--- src/hw/rtl/plc_pkg.sv ---
package plc_pkg;

    // default sizing
    localparam int MAX_CLUSTERS_DEF = 32;
    localparam int MAX_POINTS_DEF   = 255;
    localparam int COORD_BITS_DEF   = 16;

    // fixed field widths
    localparam int DIST_W = 36;
    localparam int CNT_W  = 8;
    localparam int CFG_IDX_W = 1;

    // register indexes
    localparam logic [CFG_IDX_W-1:0] REG_MAX_DIST  = 1'd0;
    localparam logic [CFG_IDX_W-1:0] REG_MIN_COUNT = 1'd1;

    // register reset values
    localparam logic [DIST_W-1:0] MAX_DIST_RESET  = 36'd262144;
    localparam logic [CNT_W-1:0]  MIN_COUNT_RESET = 8'd3;

    // output tuser bit positions
    localparam int USER_FOUND    = 0;
    localparam int USER_OVERFLOW = 1;
    localparam int USER_W        = 2;

endpackage

--- src/hw/rtl/plc_ram.sv ---
module plc_ram #(
    parameter int WIDTH = 8,
    parameter int DEPTH = 32,
    localparam int AW = (DEPTH > 1) ? $clog2(DEPTH) : 1
) (
    input  logic             i_clk,
    input  logic             i_we,
    input  logic [AW-1:0]    i_waddr,
    input  logic [WIDTH-1:0] i_wdata,
    input  logic [AW-1:0]    i_raddr,
    output logic [WIDTH-1:0] o_rdata
);

    logic [WIDTH-1:0] r_mem [DEPTH];
    logic [WIDTH-1:0] r_rdata;

    // one write port, one registered read port
    always_ff @(posedge i_clk) begin
        if (i_we) begin
            r_mem[i_waddr] <= i_wdata;
        end
        r_rdata <= r_mem[i_raddr];
    end

    assign o_rdata = r_rdata;

endmodule

--- src/hw/rtl/point_leader_clustering.sv ---
// channel   | dir | payload
// s_axis    | in  | tdata: point_x, point_y; tlast: last_point
// m_axis    | out | tdata: center_x, center_y, best_count; tuser: found, overflow
// cfg write | in  | index 0 max_dist_squared, index 1 min_cluster_count
//
// a point is compared with each open cluster in turn, and each merge
// runs the new mean through the shared multiplier and the bit-serial divider
// a last point then searches the open clusters for the best one and reports it
// s_axis_tready is high only while idle; a held result stalls the report step
// reset is synchronous, active low, and empties the cluster store at once
module point_leader_clustering
    import plc_pkg::*;
#(
    parameter int MAX_CLUSTERS = MAX_CLUSTERS_DEF,
    parameter int MAX_POINTS   = MAX_POINTS_DEF,
    parameter int COORD_BITS   = COORD_BITS_DEF,
    localparam int IN_TDATA_W  = ((2 * COORD_BITS + 7) / 8) * 8,
    localparam int OUT_TDATA_W = ((2 * COORD_BITS + CNT_W + 7) / 8) * 8
) (
    input  logic                   i_clk,
    input  logic                   i_rst_n,
    // point_x, point_y
    input  logic [IN_TDATA_W-1:0]  s_axis_tdata,
    input  logic                   s_axis_tvalid,
    input  logic                   s_axis_tlast,
    output logic                   s_axis_tready,
    // center_x, center_y, best_count
    output logic [OUT_TDATA_W-1:0] m_axis_tdata,
    // found, overflow
    output logic [USER_W-1:0]      m_axis_tuser,
    output logic                   m_axis_tvalid,
    input  logic                   m_axis_tready,
    input  logic                   i_cfg_we,
    input  logic [CFG_IDX_W-1:0]   i_cfg_index,
    input  logic [DIST_W-1:0]      i_cfg_data
);

    localparam int CB   = COORD_BITS;
    localparam int MW   = CB + 1;
    localparam int PW   = 2 * MW;
    localparam int SW   = CB + 10;
    localparam int DW   = CB + 9;
    localparam int DCW  = $clog2(DW);
    localparam int CMPW = (PW > DIST_W) ? PW : DIST_W;
    localparam int EW   = 2 * CB + CNT_W;
    localparam int IW   = (MAX_CLUSTERS > 1) ? $clog2(MAX_CLUSTERS) : 1;
    localparam int OW   = $clog2(MAX_CLUSTERS + 1);
    localparam int CAP_I = (MAX_POINTS < 255) ? MAX_POINTS : 255;
    localparam logic [CNT_W-1:0] CAP = CAP_I[CNT_W-1:0];
    localparam logic [OW-1:0] MAX_OPEN = MAX_CLUSTERS[OW-1:0];

    // sequencer states
    localparam logic [3:0] S_IDLE = 4'd0;
    localparam logic [3:0] S_RD   = 4'd1;
    localparam logic [3:0] S_SQX  = 4'd2;
    localparam logic [3:0] S_SQY  = 4'd3;
    localparam logic [3:0] S_CMP  = 4'd4;
    localparam logic [3:0] S_MUL  = 4'd5;
    localparam logic [3:0] S_SUM  = 4'd6;
    localparam logic [3:0] S_DIV  = 4'd7;
    localparam logic [3:0] S_FIN  = 4'd8;
    localparam logic [3:0] S_WR   = 4'd9;
    localparam logic [3:0] S_NEW  = 4'd10;
    localparam logic [3:0] S_SRD  = 4'd11;
    localparam logic [3:0] S_SCMP = 4'd12;
    localparam logic [3:0] S_OUT  = 4'd13;

    logic [3:0]          r_state;
    logic [DIST_W-1:0]   r_max_dist;
    logic [CNT_W-1:0]    r_min_count;
    logic [CB-1:0]       r_px, r_py;
    logic                r_last;
    logic                r_merged;
    logic                r_dropped;
    logic [OW-1:0]       r_open;
    logic [OW-1:0]       r_idx;
    logic [CB-1:0]       r_cx, r_cy;
    logic [CNT_W-1:0]    r_cn;
    logic signed [PW-1:0] r_prod;
    logic [PW-1:0]       r_dsq;
    logic                r_sel;
    logic                r_neg;
    logic [DW-1:0]       r_num;
    logic [8:0]          r_rem;
    logic [DCW-1:0]      r_dcnt;
    logic [CB-1:0]       r_bx, r_by;
    logic [CNT_W-1:0]    r_bcnt;
    logic                r_m_valid;
    logic [OUT_TDATA_W-1:0] r_m_data;
    logic [USER_W-1:0]   r_m_user;

    logic [EW-1:0]       ram_q, ram_wdata;
    logic                ram_we;
    logic [IW-1:0]       ram_waddr;
    logic [CB-1:0]       q_x, q_y;
    logic [CNT_W-1:0]    q_cnt;

    assign q_x   = ram_q[CB-1:0];
    assign q_y   = ram_q[2*CB-1:CB];
    assign q_cnt = ram_q[EW-1:2*CB];

    // cluster store
    plc_ram #(.WIDTH(EW), .DEPTH(MAX_CLUSTERS)) u_store (
        .i_clk   (i_clk),
        .i_we    (ram_we),
        .i_waddr (ram_waddr),
        .i_wdata (ram_wdata),
        .i_raddr (r_idx[IW-1:0]),
        .o_rdata (ram_q)
    );

    // shared signed multiplier
    logic signed [MW-1:0] mul_a, mul_b;
    logic signed [PW-1:0] mul_p;
    logic signed [MW-1:0] dx, dy;

    assign dx = $signed({r_px[CB-1], r_px}) - $signed({q_x[CB-1], q_x});
    assign dy = $signed({r_py[CB-1], r_py}) - $signed({r_cy[CB-1], r_cy});

    always_comb begin
        mul_a = dx;
        mul_b = dx;
        case (r_state)
            S_SQY: begin
                mul_a = dy;
                mul_b = dy;
            end
            S_MUL: begin
                mul_a = r_sel ? $signed({r_cy[CB-1], r_cy}) : $signed({r_cx[CB-1], r_cx});
                mul_b = $signed({{(MW-CNT_W){1'b0}}, r_cn});
            end
            default: begin
                mul_a = dx;
                mul_b = dx;
            end
        endcase
    end

    assign mul_p = mul_a * mul_b;

    // distance test
    logic [PW-1:0]   dsq_sum;
    logic            dist_hit;
    assign dsq_sum  = r_dsq + $unsigned(r_prod);
    assign dist_hit = CMPW'(dsq_sum) < CMPW'(r_max_dist);

    // running mean numerator and rounding offset
    logic signed [SW-1:0] sum_s;
    logic [SW-1:0]        sum_mag;
    logic [8:0]           div_d;
    logic [CB-1:0]        p_sel;
    assign p_sel   = r_sel ? r_py : r_px;
    assign sum_s   = $signed(r_prod[SW-1:0]) + $signed({{(SW-CB){p_sel[CB-1]}}, p_sel});
    assign sum_mag = sum_s[SW-1] ? SW'(-sum_s) : $unsigned(sum_s);
    assign div_d   = {1'b0, r_cn} + 9'd1;

    // restoring divider step
    logic [9:0] div_t;
    logic       div_ge;
    assign div_t  = {r_rem, r_num[DW-1]};
    assign div_ge = div_t >= {1'b0, div_d};

    // rounded quotient back to a coordinate
    logic [CB-1:0] mean_q;
    assign mean_q = r_neg ? CB'(-r_num[CB-1:0]) : r_num[CB-1:0];

    logic [OW-1:0]    idx_inc;
    logic [CNT_W-1:0] cnt_inc;
    assign idx_inc = r_idx + OW'(1);
    assign cnt_inc = (r_cn < CAP) ? r_cn + CNT_W'(1) : r_cn;

    // store write port
    always_comb begin
        ram_we    = 1'b0;
        ram_waddr = r_idx[IW-1:0];
        ram_wdata = {cnt_inc, r_cy, r_cx};
        case (r_state)
            S_WR: begin
                ram_we = 1'b1;
            end
            S_NEW: begin
                ram_we    = !r_merged && (r_open < MAX_OPEN);
                ram_waddr = r_open[IW-1:0];
                ram_wdata = {CNT_W'(1), r_py, r_px};
            end
            default: begin
                ram_we = 1'b0;
            end
        endcase
    end

    assign s_axis_tready = (r_state == S_IDLE);
    assign m_axis_tvalid = r_m_valid;
    assign m_axis_tdata  = r_m_data;
    assign m_axis_tuser  = r_m_user;

    // configuration registers
    always_ff @(posedge i_clk) begin
        if (!i_rst_n) begin
            r_max_dist  <= MAX_DIST_RESET;
            r_min_count <= MIN_COUNT_RESET;
        end else if (i_cfg_we) begin
            case (i_cfg_index)
                REG_MAX_DIST:  r_max_dist  <= i_cfg_data;
                REG_MIN_COUNT: r_min_count <= i_cfg_data[CNT_W-1:0];
                default: ;
            endcase
        end
    end

    // sequencer
    always_ff @(posedge i_clk) begin
        if (!i_rst_n) begin
            r_state   <= S_IDLE;
            r_open    <= '0;
            r_dropped <= 1'b0;
            r_m_valid <= 1'b0;
        end else begin
            // the report step reloads the result itself
            if (r_m_valid && m_axis_tready && r_state != S_OUT) begin
                r_m_valid <= 1'b0;
            end
            case (r_state)
                S_IDLE: begin
                    if (s_axis_tvalid) begin
                        r_px     <= s_axis_tdata[CB-1:0];
                        r_py     <= s_axis_tdata[2*CB-1:CB];
                        r_last   <= s_axis_tlast;
                        r_merged <= 1'b0;
                        r_idx    <= '0;
                        r_state  <= (r_open == '0) ? S_NEW : S_RD;
                    end
                end
                S_RD: begin
                    r_state <= S_SQX;
                end
                S_SQX: begin
                    r_cx    <= q_x;
                    r_cy    <= q_y;
                    r_cn    <= q_cnt;
                    r_prod  <= mul_p;
                    r_state <= S_SQY;
                end
                S_SQY: begin
                    r_dsq   <= $unsigned(r_prod);
                    r_prod  <= mul_p;
                    r_state <= S_CMP;
                end
                S_CMP: begin
                    if (dist_hit) begin
                        r_sel   <= 1'b0;
                        r_state <= S_MUL;
                    end else begin
                        r_idx   <= idx_inc;
                        r_state <= (idx_inc == r_open) ? S_NEW : S_RD;
                    end
                end
                S_MUL: begin
                    r_prod  <= mul_p;
                    r_state <= S_SUM;
                end
                S_SUM: begin
                    r_neg   <= sum_s[SW-1];
                    r_num   <= sum_mag[DW-1:0] + DW'(div_d[8:1]);
                    r_rem   <= '0;
                    r_dcnt  <= DCW'(DW - 1);
                    r_state <= S_DIV;
                end
                S_DIV: begin
                    r_rem  <= div_ge ? 9'(div_t - {1'b0, div_d}) : div_t[8:0];
                    r_num  <= {r_num[DW-2:0], div_ge};
                    r_dcnt <= r_dcnt - DCW'(1);
                    if (r_dcnt == '0) begin
                        r_state <= S_FIN;
                    end
                end
                S_FIN: begin
                    if (r_sel) begin
                        r_cy    <= mean_q;
                        r_state <= S_WR;
                    end else begin
                        r_cx    <= mean_q;
                        r_sel   <= 1'b1;
                        r_state <= S_MUL;
                    end
                end
                S_WR: begin
                    r_merged <= 1'b1;
                    r_idx    <= idx_inc;
                    r_state  <= (idx_inc == r_open) ? S_NEW : S_RD;
                end
                S_NEW: begin
                    if (!r_merged) begin
                        if (r_open < MAX_OPEN) begin
                            r_open <= r_open + OW'(1);
                        end else begin
                            r_dropped <= 1'b1;
                        end
                    end
                    r_idx   <= '0;
                    r_state <= r_last ? S_SRD : S_IDLE;
                end
                S_SRD: begin
                    r_state <= S_SCMP;
                end
                S_SCMP: begin
                    // first cluster with the highest count wins
                    if (r_idx == '0 || q_cnt > r_bcnt) begin
                        r_bx   <= q_x;
                        r_by   <= q_y;
                        r_bcnt <= q_cnt;
                    end
                    r_idx   <= idx_inc;
                    r_state <= (idx_inc == r_open) ? S_OUT : S_SRD;
                end
                S_OUT: begin
                    if (!r_m_valid || m_axis_tready) begin
                        r_m_valid <= 1'b1;
                        r_m_data  <= OUT_TDATA_W'({r_bcnt, r_by, r_bx});
                        r_m_user[USER_FOUND]    <= r_bcnt >= r_min_count;
                        r_m_user[USER_OVERFLOW] <= r_dropped;
                        r_open    <= '0;
                        r_dropped <= 1'b0;
                        r_state   <= S_IDLE;
                    end
                end
                default: begin
                    r_state <= S_IDLE;
                end
            endcase
        end
    end

endmodule

--- config.mk ---
export PLATFORM = sky130hd
export DESIGN_NAME = point_leader_clustering
export DESIGN_NICKNAME = d
export VERILOG_FILES = /design/src/hw/rtl/plc_pkg.sv /design/src/hw/rtl/plc_ram.sv /design/src/hw/rtl/point_leader_clustering.sv
export SDC_FILE = /design/constraint.sdc
export NUM_CORES = 2
export LEC_CHECK = 0
export BUFFER_PORTS_ARGS = -buffer_cell sky130_fd_sc_hd__clkbuf_2
export CAP_MARGIN = 20
export CORE_AREA = 2 2 427 429
export CTS_CLUSTER_SIZE = 40
export DETAILED_ROUTE_END_ITERATION = 8
export DIE_AREA = 0 0 429 431
export PLACE_DENSITY = 0.67
export SETUP_SLACK_MARGIN = 0.15
export SLEW_MARGIN = 20
export SYNTH_ARGS = -nofsm -noshare
export SYNTH_HDL_FRONTEND = slang
export SYNTH_SLANG_ARGS = --single-unit
--- constraint.sdc ---
create_clock -name i_clk -period 8.65 [get_ports i_clk]
set_clock_uncertainty 0.05 [all_clocks]
set_input_delay 2.1625 -clock i_clk [delete_from_list [all_inputs] [get_ports i_clk]]
set_output_delay 2.1625 -clock i_clk [all_outputs]
set_load 0.01 [all_outputs]
Word level (Yosys, flattened, before mapping):

Memories as Yosys holds them, arrays and structs flattened. A register that Yosys moved wholly into a read port is not among the register bits.
Cells that the tools add are included.

* register bits: 327
* bits in latches: 0
* RAM bits: 1280
* ROM bits: 0
* input bits: 75
* output and inout bits: 44
* logic and storage cells: 158
* memories: 1

Memory list
* u_store.r_mem: depth 32, bits a word 40, read ports 1, clocked after Yosys merged registers in 1, wr ports 1, RTL line plc_ram.sv:14 `logic [WIDTH-1:0] r_mem [DEPTH];`

* add/subtract/negate cells: 13
* $mul: 1
* divide/modulo/power cells: 0
* order comparisons: 6
* equality and inequality tests: 25
* shifts and indexed selects: 0
* muxes and demuxes: 48
* bitwise logic cells: 1
* reductions and logical operators: 37

Operator list (number)
* one-hot mux 17 bit (2 select lines): 2
* two-way mux 16 bit: 4
* one-hot mux 16 bit (2 select lines): 2
* one-hot mux 4 bit (14 select lines): 1
* one-hot mux 25 bit (2 select lines): 1
* two-way mux 40 bit: 1
* < comparator 34 x 36 -> 1 bit: 1
* adder 34 bit: 1
* multiplier 17 x 17 -> 34 bit: 1
* subtractor 16 x 16 -> 17 bit: 2
* two-way mux 4 bit: 8
* two-way mux 6 bit: 5
* adder 26 x 16 -> 26 bit: 1
* adder 25 x 8 -> 25 bit: 1
* two-way mux 25 bit: 1
* negation 25 bit: 1
* equality test 4 bit, second input constant: 6
* one-hot mux 6 bit (4 select lines): 1
* AND reduction 3 bit: 8
* != test 2 bit, second input constant: 10
* one-hot mux 9 bit (2 select lines): 1
* two-way mux 17 bit: 1
* equality test 4 x 3 -> 1 bit, second input constant: 4
* negation 16 bit: 1
* 35 further kinds: 66

Longest topological paths before layout:

* depth after elaboration: 6
* gate-level depth with buffers: 39
* depth with buffers taken out: 39

Hierarchy:

Synthesis repeated with hierarchy kept, for this count alone.

* cells, all modules: 6101
* area, all modules: 81733.4 um^2

Modules (own cells, without submodules)
* plc_ram: times used 1, cells an instance 2813, area each 50564.7 um^2, sequential area each 39237.6 um^2
* point_leader_clustering: times used 1, cells an instance 3288, area each 31168.6 um^2, sequential area each 9258.9 um^2

Worst setup path after synthesis:

No wires, ideal clock.

* path type: reg2reg
* from: register r_px[0]
* to: register r_prod[33] (data pin)
* setup time: 135 ps
* arrival time: 8759 ps
* data required time: 8465 ps
* path slack: -294 ps
* stages on the path, launching flop included: 39
* path buffers: 0
* period minus slack after synthesis: 8944 ps
* path through: edfxtp_1 -> inv_1 -> ha_1 -> fa_1 -> nor2b_1 -> o21ai_0 -> a21boi_0 -> o21ai_0 -> a21boi_0 -> o2111ai_1 -> a31oi_1 -> a31o_2 -> xor2_1 -> a22oi_1 -> o21a_1 -> nor2_1 -> fa_1 -> inv_1 -> [3 not listed] -> fa_1 -> fa_1 -> inv_1 -> fa_1 -> inv_1 -> ha_1 -> a21o_1 -> a21o_1 -> a21oi_1 -> o21ai_0 -> a21o_1 -> a21oi_1 -> o41ai_1 -> a41oi_1 -> and3b_1 -> o21ai_0 -> or4_1 -> nand3_1

* word-level cells in the longest chain between the ends: 3
* elaborated cells on any way between the ends: 4
* those cells by class: 1 x add/sub; 1 x mul; 2 x mux

RTL lines
* start, declared: RTL line point_leader_clustering.sv:71 `logic [CB-1:0] r_px, r_py;`
* start signal, assigned: RTL line point_leader_clustering.sv:226 `r_px <= s_axis_tdata[CB-1:0];`
* subtractor 16 x 16 -> 17 bit *: RTL line point_leader_clustering.sv:117 `assign dx = $signed({r_px[CB-1], r_px}) - $signed({q_x[CB-1], q_x});`
* one-hot mux 17 bit (2 select lines): RTL line point_leader_clustering.sv:123 `case (r_state)`
* multiplier 17 x 17 -> 34 bit *: RTL line point_leader_clustering.sv:139 `assign mul_p = mul_a * mul_b;`
* net mul_p[33]: RTL line point_leader_clustering.sv:114 `logic signed [PW-1:0] mul_p;`
* end signal, assigned: RTL line point_leader_clustering.sv:241 `r_prod <= mul_p;`
* end signal, assigned: RTL line point_leader_clustering.sv:246 `r_prod <= mul_p;`
* end signal, assigned: RTL line point_leader_clustering.sv:259 `r_prod <= mul_p;`
* end, declared: RTL line point_leader_clustering.sv:79 `logic signed [PW-1:0] r_prod;`

The timed path passes the listed nets; every way through them passes the cells marked *.
A chain may end at the register's enable or synchronous reset.

Worst setup path after layout:

Same ends and word-level chain as after synthesis.

==> results.sh <==
export IMPL_r2r_start="r_px[0]$_DFFE_PP_"
export IMPL_final_max_slew_viol_count=0
export IMPL_critPathBufInv=5
export IMPL_netlist_instances=5201
export IMPL_cts_tree="yes"
export IMPL_critPathSlowestCell="fa_2"
export IMPL_grt_pass1_wl_um=310100
export IMPL_drive_gt1_share_pct=23.01
export IMPL_die_y_um=431
export IMPL_synth_nets=5827
export IMPL_htree_levels=4
export IMPL_clockBufferDepth=3
export IMPL_netlist_area_mm2=0.08056
export IMPL_cp_data_arrival_time_ps=9240
export IMPL_globalRouteOverflowTotal=0
export IMPL_drt_total_wl_um=210900
export IMPL_slowest_delay_ps=540
export IMPL_globalRouteTotalUtil_pct=22.83
export IMPL_critPathKind="reg2reg"
export IMPL_hold_path_class="reg2reg"
export IMPL_cp_required_ps=9240
export IMPL_maxSlewHeadroom_pct=21.18
export IMPL_ioPinCount=119
export IMPL_grt_max_degree=142
export IMPL_drc=0
export IMPL_setup_ws_ps=-0.8944
export IMPL_ys_seq_area_share_pct=60.20
export IMPL_cts_sinks=1647
export IMPL_period_needed_ps=8651
export IMPL_drtPass1Iterations=5
export IMPL_status="finished with violations"
export IMPL_syn_area_per_cell_um2=15.49
export IMPL_drt_iter0_markers=4464
export IMPL_cts_root_buffer="clkbuf_16"
export IMPL_fin_crit_sh_pct=100.0
export IMPL_clk_pin_slew_ps=60
export IMPL_crit_path_end_kind="flip-flop"
export IMPL_setup_viol=1
export IMPL_ys_ff_latch=1647
export IMPL_cts_made_buffers=166
export IMPL_synth_edf_count=1551
export IMPL_worstMarginPinSlew_ps=1182
export IMPL_grt_pass1_vias=46950
export IMPL_worstHoldStart="r_by[12]$_DFFE_PP_"
export IMPL_via_per_inst=5.698
export IMPL_drtAntennaViolNets=0
export IMPL_dieArea_mm2=0.1849
export IMPL_num_vias=46000
export IMPL_drt_wirelength_per_cell_um=26.12
export IMPL_die_w_um=429
export IMPL_insertion_delay_ps=830
export IMPL_place_gp_congestion=0.8984
export IMPL_rows=156
export IMPL_crit_family="adder cells"
export IMPL_startpoint="r_px[0]$_DFFE_PP_"
export IMPL_crit_path_start_kind="flip-flop"
export IMPL_ys_types=77
export IMPL_synthArstFlopShare_pct=0
export IMPL_core_mm2=0.1802
export IMPL_yosys_warnings=0
export IMPL_violations="setup timing"
export IMPL_numPortBuffers=118
export IMPL_drv_cap=0
export IMPL_path_max_fanout=3
export IMPL_synthFlopType="edfxtp_1"
export IMPL_rsz0062_at_grt="true"
export IMPL_antenna_found_initial=7
export IMPL_start_util_pct=44.72
export IMPL_max_freq_ghz=0.1156
export IMPL_cts_hold_buffers=0
export IMPL_hold_viol=0
export IMPL_fin_nets=6187
export IMPL_area_growth_pct=14.18
export IMPL_fin_util_pct=51.06
export IMPL_cp_common_cell="fa_2"
export IMPL_place_hpwl_um=131300
export IMPL_hold_slack_ps=367.1
[placed cells by master, fill, tap and decap left out, drive strengths merged, types with 9 or more instances in the layout]
cell type,netlist,final
nor3,42,42
nand2,362,362
o22ai,12,12
nand2b,39,39
inv,446,450
clkbuf,180,339
xor2,63,63
nor2,361,361
a21oi,161,161
a31oi,22,22
o31ai,13,13
mux2,75,75
nor2b,30,30
a21boi,67,67
and3,30,30
or2,22,22
buf,34,288
nand3,45,45
mux2i,24,24
o21bai,15,15
a211oi,18,18
bufinv,0,15
dfxtp,96,96
and2,16,16
a21o,80,80
o211ai,9,9
clkinv,1,61
mux4,400,400
edfxtp,1551,1551
o21a,23,23
nand3b,10,10
fa,303,303
ha,248,248
o21ai,141,141
xnor2,118,118
nand4,19,19
or3,15,15
[layer usage]
metal  routed length, um  vias to the layer above  track usage, %
li1                    -                    20100               -
met1               83770                    23820           29.97
met2              103400                     1752           38.39
met3               14690                      332           3.504
met4                8976                        0           8.927
met5                   0                        -               0
[final timing paths]
path / end / slack, ps / cells past startpoint
worst max-delay path: r_prod[33]$_DFFE_PP_ / -0.9 / 38
worst max register to register: r_prod[33]$_DFFE_PP_ / -0.9 / 38
worst min register to register: m_axis_tdata[28]$_DFFE_PP_ / 370 / 0
worst min-delay path: m_axis_tdata[28]$_DFFE_PP_ / 370 / 0
[stage by stage]
stage,setup TNS (ps),instance area [um2],worst slack [ps],instances
global route,-917.2,91990,-296.9,8072
CTS,-19.59,91620,-19.59,8056
detailed placement,-1762,85670,-453.6,7723
floorplan,0,80620,151.2,5201
finish,-0.8944,91990,-0.8944,8073
global placement,-937.9,85640,-364.6,7723
[worst reg2reg max path, delay by kind of cell, from the launching register on]
kind / cells / cell delay [ps]
flops: 1 / 380
buf+inv: 5 / 350
xor+xnor: 1 / 150
compound gates: 18 / 2720
fa+ha+maj: 9 / 3650
simple gates: 5 / 1210
[synthesized netlist by cell type, types with 9 or more instances]
library cell | count | area, um2
edfxtp_1 | 1551 | 46570
inv_1 | 446 | 1674
mux4_2 | 400 | 9009
nand2_1 | 362 | 1359
nor2_1 | 361 | 1355
fa_1 | 303 | 6066
ha_1 | 248 | 3103
clkbuf_1 | 180 | 675.7
a21oi_1 | 160 | 800.8
o21ai_0 | 132 | 660.6
xnor2_1 | 118 | 1033
dfxtp_1 | 96 | 1922
a21o_1 | 80 | 600.6
mux2_2 | 75 | 844.6
a21boi_0 | 67 | 503.0
xor2_1 | 63 | 551.8
nand3_1 | 45 | 225.2
nor3_1 | 42 | 210.2
nand2b_1 | 39 | 244.0
and3_1 | 30 | 187.7
nor2b_1 | 30 | 187.7
buf_1 | 28 | 105.1
mux2i_1 | 24 | 240.2
o21a_1 | 23 | 172.7
a31oi_1 | 22 | 137.6
or2_2 | 22 | 137.6
nand4_1 | 19 | 118.9
o21bai_1 | 15 | 112.6
or3_1 | 15 | 93.84
a211oi_1 | 14 | 105.1
and2_1 | 14 | 87.58
o31ai_1 | 13 | 97.59
o22ai_1 | 12 | 75.07
nand3b_1 | 10 | 75.07
o211ai_1 | 9 | 67.56
[area by class of cell]
cell class	count	area, um2
inverter	447	1678
multi-input combinational	2893	30420
sequential	1647	48500
tap	2370	2965
clock buffer	221	4503
timing repair buffer	406	2893
fill	14640	88170
clock inverter	84	1016
antenna	5	12.51
[what timing repair did]
action,CTS,global route
setup endpoints to repair,9,29
gates resized for setup,64,49
pin swaps,62,41
buffers inserted,28,11
[flip-flops by register name, summed over array words and instances (netlist names), 25 cells and up]
name / flops
u_store.o_rdata: 40
r_num: 25
r_max_dist: 36
m_axis_tdata: 40
u_store.r_mem: 1280
r_prod: 34
r_dsq: 34
[logic make-up (layout without fill, tap and decap cells)]
| logic type | after synthesis | after routing | synth area share (%) |
|---|---|---|---|
| DFF | 1647 | 1647 | 60.20 |
| and+or+nand+nor | 1026 | 1026 | 5.689 |
| buffers and inverters | 661 | 1158 | 3.112 |
| AOI/OAI and AO/OA | 635 | 635 | 5.120 |
| adders and majority gates | 551 | 551 | 11.38 |
| muxes | 499 | 499 | 12.53 |
| xor gates and xnor gates | 181 | 181 | 1.968 |
| other | 1 | 6 | 0.004655 |
Power is not shown: default switching activity piles up to over one toggle a cycle in this logic, so the estimate is an artifact.
